==> src/hdl/pdi_pkg.sv <==
package pdi_pkg;

	localparam int WORD_BITS   = 48;
	localparam int FRAC_BITS   = 24;
	localparam int CFG_BITS    = 32;
	localparam int COUNT_BITS  = 32;
	localparam int ENERGY_BITS = WORD_BITS + 9;
	localparam int IDX_BITS    = 2;

	localparam int G_FRAC      = 24;
	localparam int DT_FRAC     = 32;
	localparam int DRAG_FRAC   = 40;
	localparam int FACTOR_FRAC = 48;

	localparam int MUL_BITS    = 64;
	localparam int PROD_BITS   = 2 * MUL_BITS;
	localparam int WIDE_BITS   = 82;
	localparam int SQ_SUM_BITS = 2 * WORD_BITS + 1;
	localparam int RAD_BITS    = SQ_SUM_BITS + 1;
	localparam int ROOT_BITS   = RAD_BITS / 2;

	localparam logic [IDX_BITS-1:0] REG_GRAVITY   = 2'd0;
	localparam logic [IDX_BITS-1:0] REG_TIME_STEP = 2'd1;
	localparam logic [IDX_BITS-1:0] REG_DRAG      = 2'd2;

	localparam logic [CFG_BITS-1:0] GRAVITY_RST   = 32'd164584489;
	localparam logic [CFG_BITS-1:0] TIME_STEP_RST = 32'd21474836;
	localparam logic [CFG_BITS-1:0] DRAG_RST      = 32'd43980465;

	localparam logic IN_LAUNCH = 1'b0;
	localparam logic IN_TICK   = 1'b1;

	typedef enum logic [3:0] {
		OP_NONE, OP_VXX, OP_VYY, OP_EY, OP_SQRT, OP_P, OP_F,
		OP_G, OP_TX, OP_TY, OP_PX, OP_PY
	} pdi_op_t;

	typedef enum logic [3:0] {
		ST_IDLE, ST_VXX, ST_VYY, ST_EY, ST_EMIT, ST_SQRT, ST_P, ST_F,
		ST_G, ST_TX, ST_TY, ST_PX, ST_PY, ST_COMMIT
	} pdi_state_t;

	typedef struct packed {
		logic    load;
		logic    start;
		logic    capture;
		logic    emit;
		logic    commit;
		pdi_op_t op;
	} pdi_cmd_t;

	typedef struct packed {
		logic mul_done;
		logic sqrt_done;
		logic out_free;
		logic advance;
	} pdi_status_t;

	function automatic logic [WORD_BITS-1:0] mag_word(input logic [WORD_BITS-1:0] v);
		return v[WORD_BITS-1] ? WORD_BITS'(-v) : v;
	endfunction

	function automatic logic [WORD_BITS-1:0] sat_word(input logic [WIDE_BITS-1:0] v);
		if (v[WIDE_BITS-1:WORD_BITS-1] == '0 || v[WIDE_BITS-1:WORD_BITS-1] == '1)
			return v[WORD_BITS-1:0];
		else if (v[WIDE_BITS-1])
			return {1'b1, {(WORD_BITS-1){1'b0}}};
		else
			return {1'b0, {(WORD_BITS-1){1'b1}}};
	endfunction

	function automatic logic [ENERGY_BITS-1:0] sat_energy(input logic [WIDE_BITS-1:0] v);
		if (v[WIDE_BITS-1:ENERGY_BITS-1] == '0 || v[WIDE_BITS-1:ENERGY_BITS-1] == '1)
			return v[ENERGY_BITS-1:0];
		else if (v[WIDE_BITS-1])
			return {1'b1, {(ENERGY_BITS-1){1'b0}}};
		else
			return {1'b0, {(ENERGY_BITS-1){1'b1}}};
	endfunction

endpackage

==> src/hdl/pdi_ctrl.sv <==
module pdi_ctrl (
	input  logic                 clk,
	input  logic                 arst_n,
	input  logic                 in_valid,
	input  pdi_pkg::pdi_status_t status,
	output pdi_pkg::pdi_cmd_t    cmd,
	output logic                 in_stall
);
	pdi_pkg::pdi_state_t state_q, state_d;
	logic                started_q;
	logic                unit_done;

	assign unit_done = (state_q == pdi_pkg::ST_SQRT) ? status.sqrt_done : status.mul_done;

	always_comb begin
		state_d = state_q;
		case (state_q)
			pdi_pkg::ST_IDLE:   if (in_valid) state_d = pdi_pkg::ST_VXX;
			pdi_pkg::ST_VXX:    if (unit_done) state_d = pdi_pkg::ST_VYY;
			pdi_pkg::ST_VYY:    if (unit_done) state_d = pdi_pkg::ST_EY;
			pdi_pkg::ST_EY:     if (unit_done) state_d = pdi_pkg::ST_EMIT;
			pdi_pkg::ST_EMIT: begin
				if (status.out_free)
					state_d = status.advance ? pdi_pkg::ST_SQRT : pdi_pkg::ST_IDLE;
			end
			pdi_pkg::ST_SQRT:   if (unit_done) state_d = pdi_pkg::ST_P;
			pdi_pkg::ST_P:      if (unit_done) state_d = pdi_pkg::ST_F;
			pdi_pkg::ST_F:      if (unit_done) state_d = pdi_pkg::ST_G;
			pdi_pkg::ST_G:      if (unit_done) state_d = pdi_pkg::ST_TX;
			pdi_pkg::ST_TX:     if (unit_done) state_d = pdi_pkg::ST_TY;
			pdi_pkg::ST_TY:     if (unit_done) state_d = pdi_pkg::ST_PX;
			pdi_pkg::ST_PX:     if (unit_done) state_d = pdi_pkg::ST_PY;
			pdi_pkg::ST_PY:     if (unit_done) state_d = pdi_pkg::ST_COMMIT;
			pdi_pkg::ST_COMMIT: state_d = pdi_pkg::ST_IDLE;
			default:            state_d = pdi_pkg::ST_IDLE;
		endcase
	end

	always_comb begin
		cmd      = '0;
		cmd.op   = pdi_pkg::OP_NONE;
		in_stall = 1'b1;
		case (state_q)
			pdi_pkg::ST_IDLE: begin
				in_stall = 1'b0;
				cmd.load = in_valid;
			end
			pdi_pkg::ST_EMIT:   cmd.emit = status.out_free;
			pdi_pkg::ST_COMMIT: cmd.commit = 1'b1;
			default: begin
				case (state_q)
					pdi_pkg::ST_VXX:  cmd.op = pdi_pkg::OP_VXX;
					pdi_pkg::ST_VYY:  cmd.op = pdi_pkg::OP_VYY;
					pdi_pkg::ST_EY:   cmd.op = pdi_pkg::OP_EY;
					pdi_pkg::ST_SQRT: cmd.op = pdi_pkg::OP_SQRT;
					pdi_pkg::ST_P:    cmd.op = pdi_pkg::OP_P;
					pdi_pkg::ST_F:    cmd.op = pdi_pkg::OP_F;
					pdi_pkg::ST_G:    cmd.op = pdi_pkg::OP_G;
					pdi_pkg::ST_TX:   cmd.op = pdi_pkg::OP_TX;
					pdi_pkg::ST_TY:   cmd.op = pdi_pkg::OP_TY;
					pdi_pkg::ST_PX:   cmd.op = pdi_pkg::OP_PX;
					pdi_pkg::ST_PY:   cmd.op = pdi_pkg::OP_PY;
					default:          cmd.op = pdi_pkg::OP_NONE;
				endcase
				cmd.start   = !started_q;
				cmd.capture = started_q && unit_done;
			end
		endcase
	end

	always_ff @(posedge clk or negedge arst_n) begin
		if (!arst_n) begin
			state_q   <= pdi_pkg::ST_IDLE;
			started_q <= 1'b0;
		end else begin
			state_q <= state_d;
			if (cmd.start)
				started_q <= 1'b1;
			else if (cmd.capture)
				started_q <= 1'b0;
		end
	end

endmodule

==> config.mk <==
export PLATFORM = sky130hd
export DESIGN_NAME = pdi_ctrl
export DESIGN_NICKNAME = d
export VERILOG_FILES = /design/src/hdl/pdi_pkg.sv /design/src/hdl/pdi_ctrl.sv
export SDC_FILE = /design/constraint.sdc
export NUM_CORES = 1
export LEC_CHECK = 0
export ABC_AREA = 1
export BUFFER_PORTS_ARGS = -buffer_cell sky130_fd_sc_hd__buf_4
export CAP_MARGIN = 20
export CORE_AREA = 2 2 39 41
export CTS_BUF_LIST = sky130_fd_sc_hd__clkbuf_8
export DETAILED_ROUTE_END_ITERATION = 6
export DIE_AREA = 0 0 41 43
export PLACE_DENSITY = 0.82
export SLEW_MARGIN = 20
export SYNTH_ARGS = -nofsm -noshare
export SYNTH_HDL_FRONTEND = slang
export SYNTH_SLANG_ARGS = --single-unit
==> constraint.sdc <==
create_clock -name clk -period 3.2 [get_ports clk]
set_input_delay 0.32 -clock clk [delete_from_list [all_inputs] [get_ports clk]]
set_output_delay 0.32 -clock clk [all_outputs]
set_load 0.005 [all_outputs]
======== Word-level counts from Yosys, hierarchy flattened ========
Memory sizes are Yosys's and may differ from the RTL's.
Index checks and enable logic that the tools add are counted.
operators by class
  equal/unequal tests ..................... 26
  mux-type cells .......................... 24
  reduce and logical (&&, ||, !) cells .... 6
operators by type and width
  cell                count
  $mux 4              14
  $pmux 4 s13         1
  $ne 2x2->1 const B  13
  $eq 4x4->1 const B  6
  $eq 4x3->1 const B  4
  $reduce_and 13->1   1
  $eq 4x2->1 const B  2
  $mux 1              7
  $eq 4x1->1 const B  1
  $logic_not 4->1     1
  $mux 3              1
  $reduce_or 3->1     1
  $mux 2              1
  $reduce_bool 2->1   1
  $logic_and 1x1->1   1
  $logic_not 1->1     1
storage, ports and cells
  register bits ........................... 5
  memory bits (read-only) ................. 64
  input bits .............................. 7
  output and inout bits ................... 10
  word-level logic and storage cells ...... 59
  memories ................................ 1
memory list
  name             depth  bits a word  read ports  clocked after Yosys merged registers in  write ports  RTL line        text
  (no name shown)  16     4            1           0                                        0            pdi_ctrl.sv:51  case (state_q)

======== Longest topological paths before layout ========
Gate-level depths: netlist of run 1.
  depth after elaboration ................. 6
  mapped depth ............................ 12
  gate-level depth less buffers ........... 11

======== Least setup slack after synthesis of run 1 ========
Ideal clock, no wire load.
  kind .................................... flip-flop to output port
  from .................................... reg state_q[0]
  to ...................................... out cmd[0] (netlist bit)
  arrival ................................. 1.283 ns
  required time ........................... 2.880 ns
  setup slack ............................. 1.597 ns
  cell stages (with the launch flop) ...... 7
  buffers on the path ..................... 1
  cells stage by stage .................... dfrtp_1 > inv_1 > ha_1 > buf_2 > nand2_1 > nand3_2 > nor3_1
RTL lines
  what                    RTL line        text
  from (decl)             pdi_ctrl.sv:9   pdi_pkg::pdi_state_t state_q, state_d;
  from (signal assigned)  pdi_ctrl.sv:73  state_q <= pdi_pkg::ST_IDLE;
  from (signal assigned)  pdi_ctrl.sv:76  state_q <= state_d;
  to (decl)               pdi_ctrl.sv:6   output pdi_pkg::pdi_cmd_t cmd,

==> results by stage, run 1 <==
Yosys:
- The cell accounting for the most synthesized area is sky130_fd_sc_hd__dfrtp_1.
- Ranked by total cell area, the synthesized netlist is headed by sky130_fd_sc_hd__dfrtp_1 (19%), sky130_fd_sc_hd__nand2_1 (18%), sky130_fd_sc_hd__nand3_1 (12%).
- The number of nets handed over by synthesis was 122.
- The netlist uses 20 different library cells.
- The post-synthesis register bit count is 5.
- The mean area per synthesized cell is between 5 and 6 µm².
- The share of Yosys cell area claimed by the top area cell type is 19.2%.
- The post-synthesis instance area is 652 µm².
- The share of the Yosys chip area taken by registers is 19.2%.
- For this run, the number of Yosys warnings is 0.
- Counting every instance in the synthesized netlist gives 110.

Power and ir drop:
- Sequential cells burn 16.1% of the power.
- Of the total power, combinational logic draws 71.1%.
- Dividing total power by cell area gives a power density of 1060 nW/µm².
- Summed over all cells, the static leakage comes to around 0.48 nW.
- Of the total power, the clock network draws between 10% and 20%.
- In this run switching power makes up 51.9% of total power.
- The switching power of the nets is approximately 0.00046 W.
- VDD sags by at most 527 µV.
- The internal cell power is 0.000423 W.

Clocking:
- The clock tree from TritonCTS is done.
- The number of H-tree branching levels is 1.
- The clock sink total is 5.
- At the later pin of the worst-skew pair, clock insertion delay measures between 0.2 and 0.25 ns.
- The clock passes through at most 2 buffers.
- The number of gates resized after CTS was 0.
- In this run, CTS created clock tree buffers numbering 3.
- Clock-pin slew was measured on the worst setup and hold paths at ~0.030 ns.
- Clock tree synthesis selected as its root buffer the cell sky130_fd_sc_hd__clkbuf_8.

GRT:
- The number of antenna violations at the first check in global routing was 0.
- The via count of the first global-routing pass is 715.
- In the global route stage, met2 resource usage came out at 32.5%.
- Global routing used 5.24% of the available met3 tracks.
- The pin count of the biggest net entering global routing is 10.
- The layer flagged by global routing as most heavily used is met2.
- The first-pass GRT wire length is around 2800 µm.
- Global routing used 30.8% of the available met1 tracks.
- Global routing consumed, over all layers together, 23.5% of the routing resources.
- The sum of overflow across all layers after global routing is 0.

Timing:
- In the final timing run, aggregate negative setup slack is 0 ns.
- The worst path in the final design needs a cycle of between 2 and 2.5 ns, including I/O delays and setup.
- The final-report setup violation count is 0.
- The final worst clock skew is 0.00150 ns.
- The worst path uses 64.1% of the clock period.
- The slew of the pin with the lowest slew margin is a little under 0.4 ns.
- Setup repair after global routing left no endpoint under its margin.
- Based on the critical path, the design can be clocked at up to about 490 MHz.
- The final count of pins violating max slew is 0.
- The number of failing hold endpoints at the final stage came to 0.
- The least setup slack across all paths after layout is 1.15 ns.
- The worst pin sits at a relative slew slack of 74.1%.

Place:
- The pre-CTS worst setup slack is 1.40 ns.
- The placer congestion estimate is 0.915.
- The number of buffers inserted by port buffering is 16.
- The total half-perimeter wirelength after legalization and detailed placement is around 1300 µm.

Worst setup path:
- The category of the worst setup path capture point is an output pin.
- In this run the worst path has a maximum fanout of 8.
- Traced cell by cell, the critical path runs through inv_1 -> ha_1 -> nand2_1 -> nand3_2 -> nor3_1 -> buf_4.
- The number of buffer and inverter instances along the worst setup path is 2.
- The largest single stage delay on the critical path is 0.41 ns.
- For the worst setup path, the data arrival time is 1.73 ns.
- The cell family with the largest share of critical-path delay is simple AND/OR/NAND/NOR gates.
- The critical path start-end classification is flip-flop to output pin.
- On the critical path, the stage with the largest delay is an instance of sky130_fd_sc_hd__dfrtp_1.
- The worst setup path is launched from a flip-flop.
- STA puts the critical path data required time at 2.88 ns.

Detailed routing:
- The ratio of routed vias to standard cells is 5.52.
- The wire length per cell after detailed routing is 11.4 µm.
- After the first detailed-routing iteration, the DRC count stood at 29.
- The wire length reported by the detailed router is around 1700 µm.
- The first TritonRoute pass finished after 4 iterations.
- Once detail routing completed, the nets flagged for antenna violations numbered 0.
- The total number of vias is 800.
- For this run, design rule violations remaining after detail routing come to 0.

Floorplanning:
- The total area inside the core boundary comes to 1380 µm².
- The initial core utilization is 47.1%.
- The die outline width is 41 µm.
- In this run the vertical extent of the chip is ~43 µm.
- The number of placement rows is 14.
- During I/O placement, the number of pins put on the boundary was 17.
- The overall die area is 1760 µm².

Finish:
- The filler cell count is 126.
- Compared with the post-synthesis result, the final layout area differs by 27.4%.
- The top cell types in the final layout, fill and taps aside, are sky130_fd_sc_hd__nand2_1 (32), sky130_fd_sc_hd__nand3_1 (16), sky130_fd_sc_hd__buf_4 (16).
- The area taken by flip-flops and latches is 125 µm².
- The total area of multi-input combinational cells is 454 µm².
- For this run, the post-layout net count is 142.
- The most common library cell in the layout ignoring fill and taps is sky130_fd_sc_hd__nand2_1.
- Cells with a size suffix above 1 make up 23.3% of the layout.
- The number of antenna diodes in the final layout is 0.

Run:
- The max-capacitance violation count is 0.

Outcome:
- The flow ran to the end, and the final reports show no timing, DRC or antenna violations.

Min path:
- The tightest min-delay check is of the primary input to asynchronous set/reset pin type.
## area by class of cell
class / instances / area share [%]
repair buffers: 17 / 15.7
inverters: 15 / 6.78
flip-flops and latches: 5 / 15.1
multi-input cells: 88 / 54.7
clock buffers: 3 / 4.97
well taps: 16 / 2.41
clock inverters: 1 / 0.452
## through the flow
step                hold slack [ns]  total power [W]  cells  util (%)  cell area (µm²)
floorplan                    0.0244         0.000568    110         -              652
global placement              0.122         0.000743    140      56.1              776
detailed placement            0.123         0.000756    140      56.1              776
CTS                           0.431         0.000876    145      60.0              831
global route                  0.459         0.000977    145      60.0              831
finish                        0.443         0.000880    145      60.0              831
## worst register-to-register path: stages, from the launching register on
cell,delay [ns]
sky130_fd_sc_hd__dfrtp_1,0.42
sky130_fd_sc_hd__inv_1,0.13
sky130_fd_sc_hd__ha_1,0.31
sky130_fd_sc_hd__inv_1,0.13
sky130_fd_sc_hd__nand2_1,0.11
sky130_fd_sc_hd__nand2_2,0.06
sky130_fd_sc_hd__nand2_1,0.07
sky130_fd_sc_hd__nor2_1,0.04
sky130_fd_sc_hd__nand2_1,0.07
sky130_fd_sc_hd__nand2_2,0.07
sky130_fd_sc_hd__nand3_1,0.07
sky130_fd_sc_hd__nand2_1,0.05
## layer usage
layer / part of all wire, % / vias to the layer above / wire length, µm
met3: 7.7 / 6 / 128
li1: - / 396 / -
met1: 44 / 344 / 725
met5: 0 / - / 0
met2: 46 / 54 / 759
met4: 2.7 / 0 / 45
## synth_stat cells, drive strengths merged
cell type / n
o211ai: 1
nor2: 12
o22ai: 1
o21ai: 6
buf: 2
a21oi: 7
nor3: 3
nand2: 35
nand3: 17
inv: 15
nand4: 1
ha: 5
dfrtp: 5
## power groups by stage
stage          clock network, W  logic [W]  registers, W
2_1_floorplan                 0   0.000446      0.000122
3_3_place_gp                  0   0.000604      0.000139
3_5_place_dp                  0   0.000615      0.000140
4_1_cts                0.000117   0.000619      0.000140
5_1_grt                0.000120   0.000711      0.000146
6_report               0.000113   0.000626      0.000141
## cell families (layout without fill, tap and decap cells)
logic type,Yosys count,count (layout),share of synthesized area [%]
flip-flops,5,5,19.2
AND/OR/NAND/NOR,68,68,48.0
adder cells (fa/ha/maj),5,5,9.60
buffers and inverters,17,36,11.1
AO/OA/AOI/OAI,15,15,12.1
## final timing paths
check / slack, ns / start / end / cells past startpoint
max reg2reg: 1.55 / state_q[1] / state_q[0] / 11
max: 1.15 / state_q[1] / cmd[1] / 6
max in group asynchronous: 2.65 / arst_n / state_q[2] / 2
min in group clk: 0.51 / status[0] / state_q[0] / 5
min reg2reg: 0.53 / started_q / started_q / 1
min: 0.44 / arst_n / state_q[1] / 2
## sequential cells by signal (all words and copies together), names as in the netlist
signal     count
started_q      1
state_q        4
## timing repair
action | 4_1_cts | 5_1_grt
setup buffers | 0 | 0
hold buffers | 1 | 0
endpoints found under the hold margin | 5 | 0
Power figures use the tool's default switching activity.
==> inputs of run 2 (changes only) <==
- clock period: 3.2 -> 1.9 ns (I/O delays scaled with it)
==> results by stage, run 2 (synthesized netlist as in run 1, its figures left out) <==
GRT:
- The first-pass GRT wire length is around 2800 µm.
- Entering global routing, the biggest net connects 9 pins.
- For this run the aggregate overflow at the end of global routing stands at 0.
- The number of antenna violations at the first check in global routing is 0.
- The via count of the first global-routing pass is 698.
- The overall global routing resource usage is between 20 and 25%.

Finish:
- In the layout the commonest cells are sky130_fd_sc_hd__nand2_1 (32), sky130_fd_sc_hd__buf_4 (17), sky130_fd_sc_hd__nand3_1 (16).
- At the end of the flow, the number of nets in the layout was 143.
- The post-route netlist has 26.9% of its cells at a drive strength greater than 1.
- In the final layout, the registers with the most flip-flops are state_q (4), started_q (1).
- The top register by number of flip-flops is state_q.
- For this run, the share of the core covered by cells in the final layout is 61.7%.
- Leaving out fill and tap cells, the most frequent cell in the layout is sky130_fd_sc_hd__nand2_1.
- The register with the most flip-flops in the layout has 4 of them.
- The number of diodes added for antenna fixing is 0.
- The finished cells cover around 850 µm².
- The signed area change from the synthesized netlist to the final layout is 30.9%.

Floorplanning:
- The initial core utilization is 47.1%.
- The die is approximately 43 µm tall.
- The floorplan core area is 1380 µm².
- The number of placement rows is 14.
- The die covers 1760 µm².
- 17 I/O pins were placed.
- The die outline width is 41 µm.

Timing:
- The number of failing hold endpoints at the final stage was 0.
- Across all setup checks in the final design, the least slack found is ~0.11 ns.
- For the pin with the worst max-slew slack, the measured transition is 0.332 ns.
- In this run the tightest slew margin relative to its limit is 77.9%.
- The final worst clock skew is 0.00106 ns.
- The final hold slack is 0.322 ns.
- Based on the critical path, the design can be clocked at up to 558 MHz.
- The final sum of negative setup slack is 0 ns.
- The final count of pins violating max slew is 0.
- The minimum period implied by the final worst setup slack is 1.79 ns.
- The final cycle utilization of the critical path is 94.3%.
- The final-report setup violation count is 0.
- Setup repair after global routing left no endpoint under its margin.

Place:
- Once placement finished, the instance area stood at 783 µm².
- Buffers placed on the I/O ports in this run total 16.
- The HPWL after detailed placement is between 1000 and 1500 µm.
- The pre-CTS worst setup slack is 0.215 ns.
- The placer congestion estimate is slightly below 0.9.

Worst setup path:
- The category of the worst setup path launch point is a flip-flop.
- The slowest cell on the critical path is sky130_fd_sc_hd__dfrtp_2.
- The setup slack of the worst register-to-register path is 0.30 ns.
- Counting stages on the worst path, the most repeated cell is sky130_fd_sc_hd__inv_1.
- STA classifies the critical path endpoint as an output pin.
- Data on the critical path arrives at its endpoint at 1.60 ns.
- The reg-to-reg critical path endpoint is state_q[3].
- Counting cells, the worst reg-to-reg path comes to 11.
- Traced cell by cell, the critical path runs through inv_1 -> ha_2 -> inv_1 -> nand2_1 -> a21oi_1 -> nor3_1 -> buf_4.
- The worst register-to-register path begins at state_q[0].
- The longest individual stage delay on the worst path is approximately 0.42 ns.
- The worst endpoint required time is around 1.7 ns.
- The peak fanout along the critical path is 8.
- The critical path start-end classification is flip-flop to output pin.

Power and ir drop:
- Power spread over the standard cell area amounts to between 1500 and 2000 nW/µm².
- IR analysis of the VDD net gives a maximum drop of 950 µV.
- The analysis attributes to cell leakage a power of 0.483 nW.

Detailed routing:
- The first-pass iteration count of the detailed router is 4.
- The detailed router finished its first iteration with 38 violations.
- The ratio of routed vias to standard cells is 5.32.
- In the routed design, unresolved DRC markers number 0.
- The count of nets left with antenna violations once routing finished came out at 0.
- The wire length per cell after detailed routing is ~12 µm.
- The wire length reported by the detailed router is 1710 µm.
- The total number of vias is slightly below 800.

Clocking:
- The number of buffers created by CTS is 3.
- In this run the number of H-tree levels came out at 1.
- The clock tree from TritonCTS is done.
- No sink is reached through more buffers than the 2 on the longest clock path.
- The clock sink total is 5.
- After clock tree synthesis, the clock-pin slew on the worst setup and hold paths is 0.03 ns.
- The clock latency of the later-clocked register in the worst-skew pair is 0.21 ns.
- The root cell of the clock tree is sky130_fd_sc_hd__clkbuf_8.

Outcome:
- The flow ran to the end, and the final reports show no timing, DRC or antenna violations.

Run:
- Max-cap violations in this run came to 0.

Min path:
- The worst hold path belongs to the class primary input to asynchronous set/reset pin.
==> run 2: cell types whose count changed in the layout (fill, tap and decap cells not counted) <==
cell and change:
sky130_fd_sc_hd__dfrtp_1 -2, sky130_fd_sc_hd__dfrtp_2 +2, sky130_fd_sc_hd__ha_1 -2, sky130_fd_sc_hd__ha_2 +2
sky130_fd_sc_hd__buf_4 +1, sky130_fd_sc_hd__nand3_2 -1, sky130_fd_sc_hd__nand3_4 +1
==> run 2: area by class of cell <==
cell class	count	area, µm²
Clock buffer	3	41.3
Clock inverter	1	3.75
Fill cell	130	531
Inverter	15	56.3
Multi-Input combinational cell	88	467
Sequential cell	5	128
Tap cell	16	20.0
Timing Repair Buffer	18	138
==> run 2: repair_timing <==
item,4_1_cts,5_1_grt
endpoints found under the hold margin,5,0
buffers inserted,0,0
gates resized for setup,1,4
pin swaps,0,0
gates cloned,0,0
hold buffers,1,0
setup endpoints to repair,3,5
==> run 2: worst max path at each step <==
stage | start | cells after the start | endpoint | slack (ns)
2_1_floorplan | state_q[0] | 6 | cmd[0] | 0.43
3_3_place_gp | state_q[0] | 6 | cmd[1] | 0.31
3_5_place_dp | state_q[0] | 6 | cmd[0] | 0.22
4_1_cts | state_q[1] | 6 | cmd[0] | 0.07
5_1_grt | state_q[0] | 7 | cmd[1] | 0.01
6_report | state_q[0] | 7 | cmd[0] | 0.11
==> run 2: where the power goes <==
part           leakage (nW)  internal (W)  switching (W)  total, W
registers            0.0604      0.000162      0.0000713  0.000233
clock network        0.0269      0.000138      0.0000447  0.000183
logic                 0.396      0.000441       0.000659   0.00110
total                 0.483      0.000741       0.000775   0.00152
==> run 2: metrics by stage <==
step	power, W	cells
4_1_cts	0.00148	146
5_1_grt	0.00166	146
2_1_floorplan	0.000957	110
6_report	0.00152	146
3_5_place_dp	0.00128	141
3_3_place_gp	0.00127	141
==> run 2: metal layers <==
layer | part of all wire [%] | vias up | GRT usage, %
met4 | 3.0 | 0 | 10.0
met1 | 43 | 335 | 31.0
met3 | 6.4 | 6 | 4.71
li1 | - | 398 | -
met2 | 48 | 38 | 34.4
met5 | 0 | - | 0
==> run 2: worst max-delay path, delay by kind of cell, from the launching register on <==
family	cells	cell delay, ns
flip-flops	1	0.42
buffers and inverters	3	0.35
adder cells (fa/ha/maj)	1	0.28
AND/OR/NAND/NOR	2	0.26
AO/OA/AOI/OAI	1	0.06
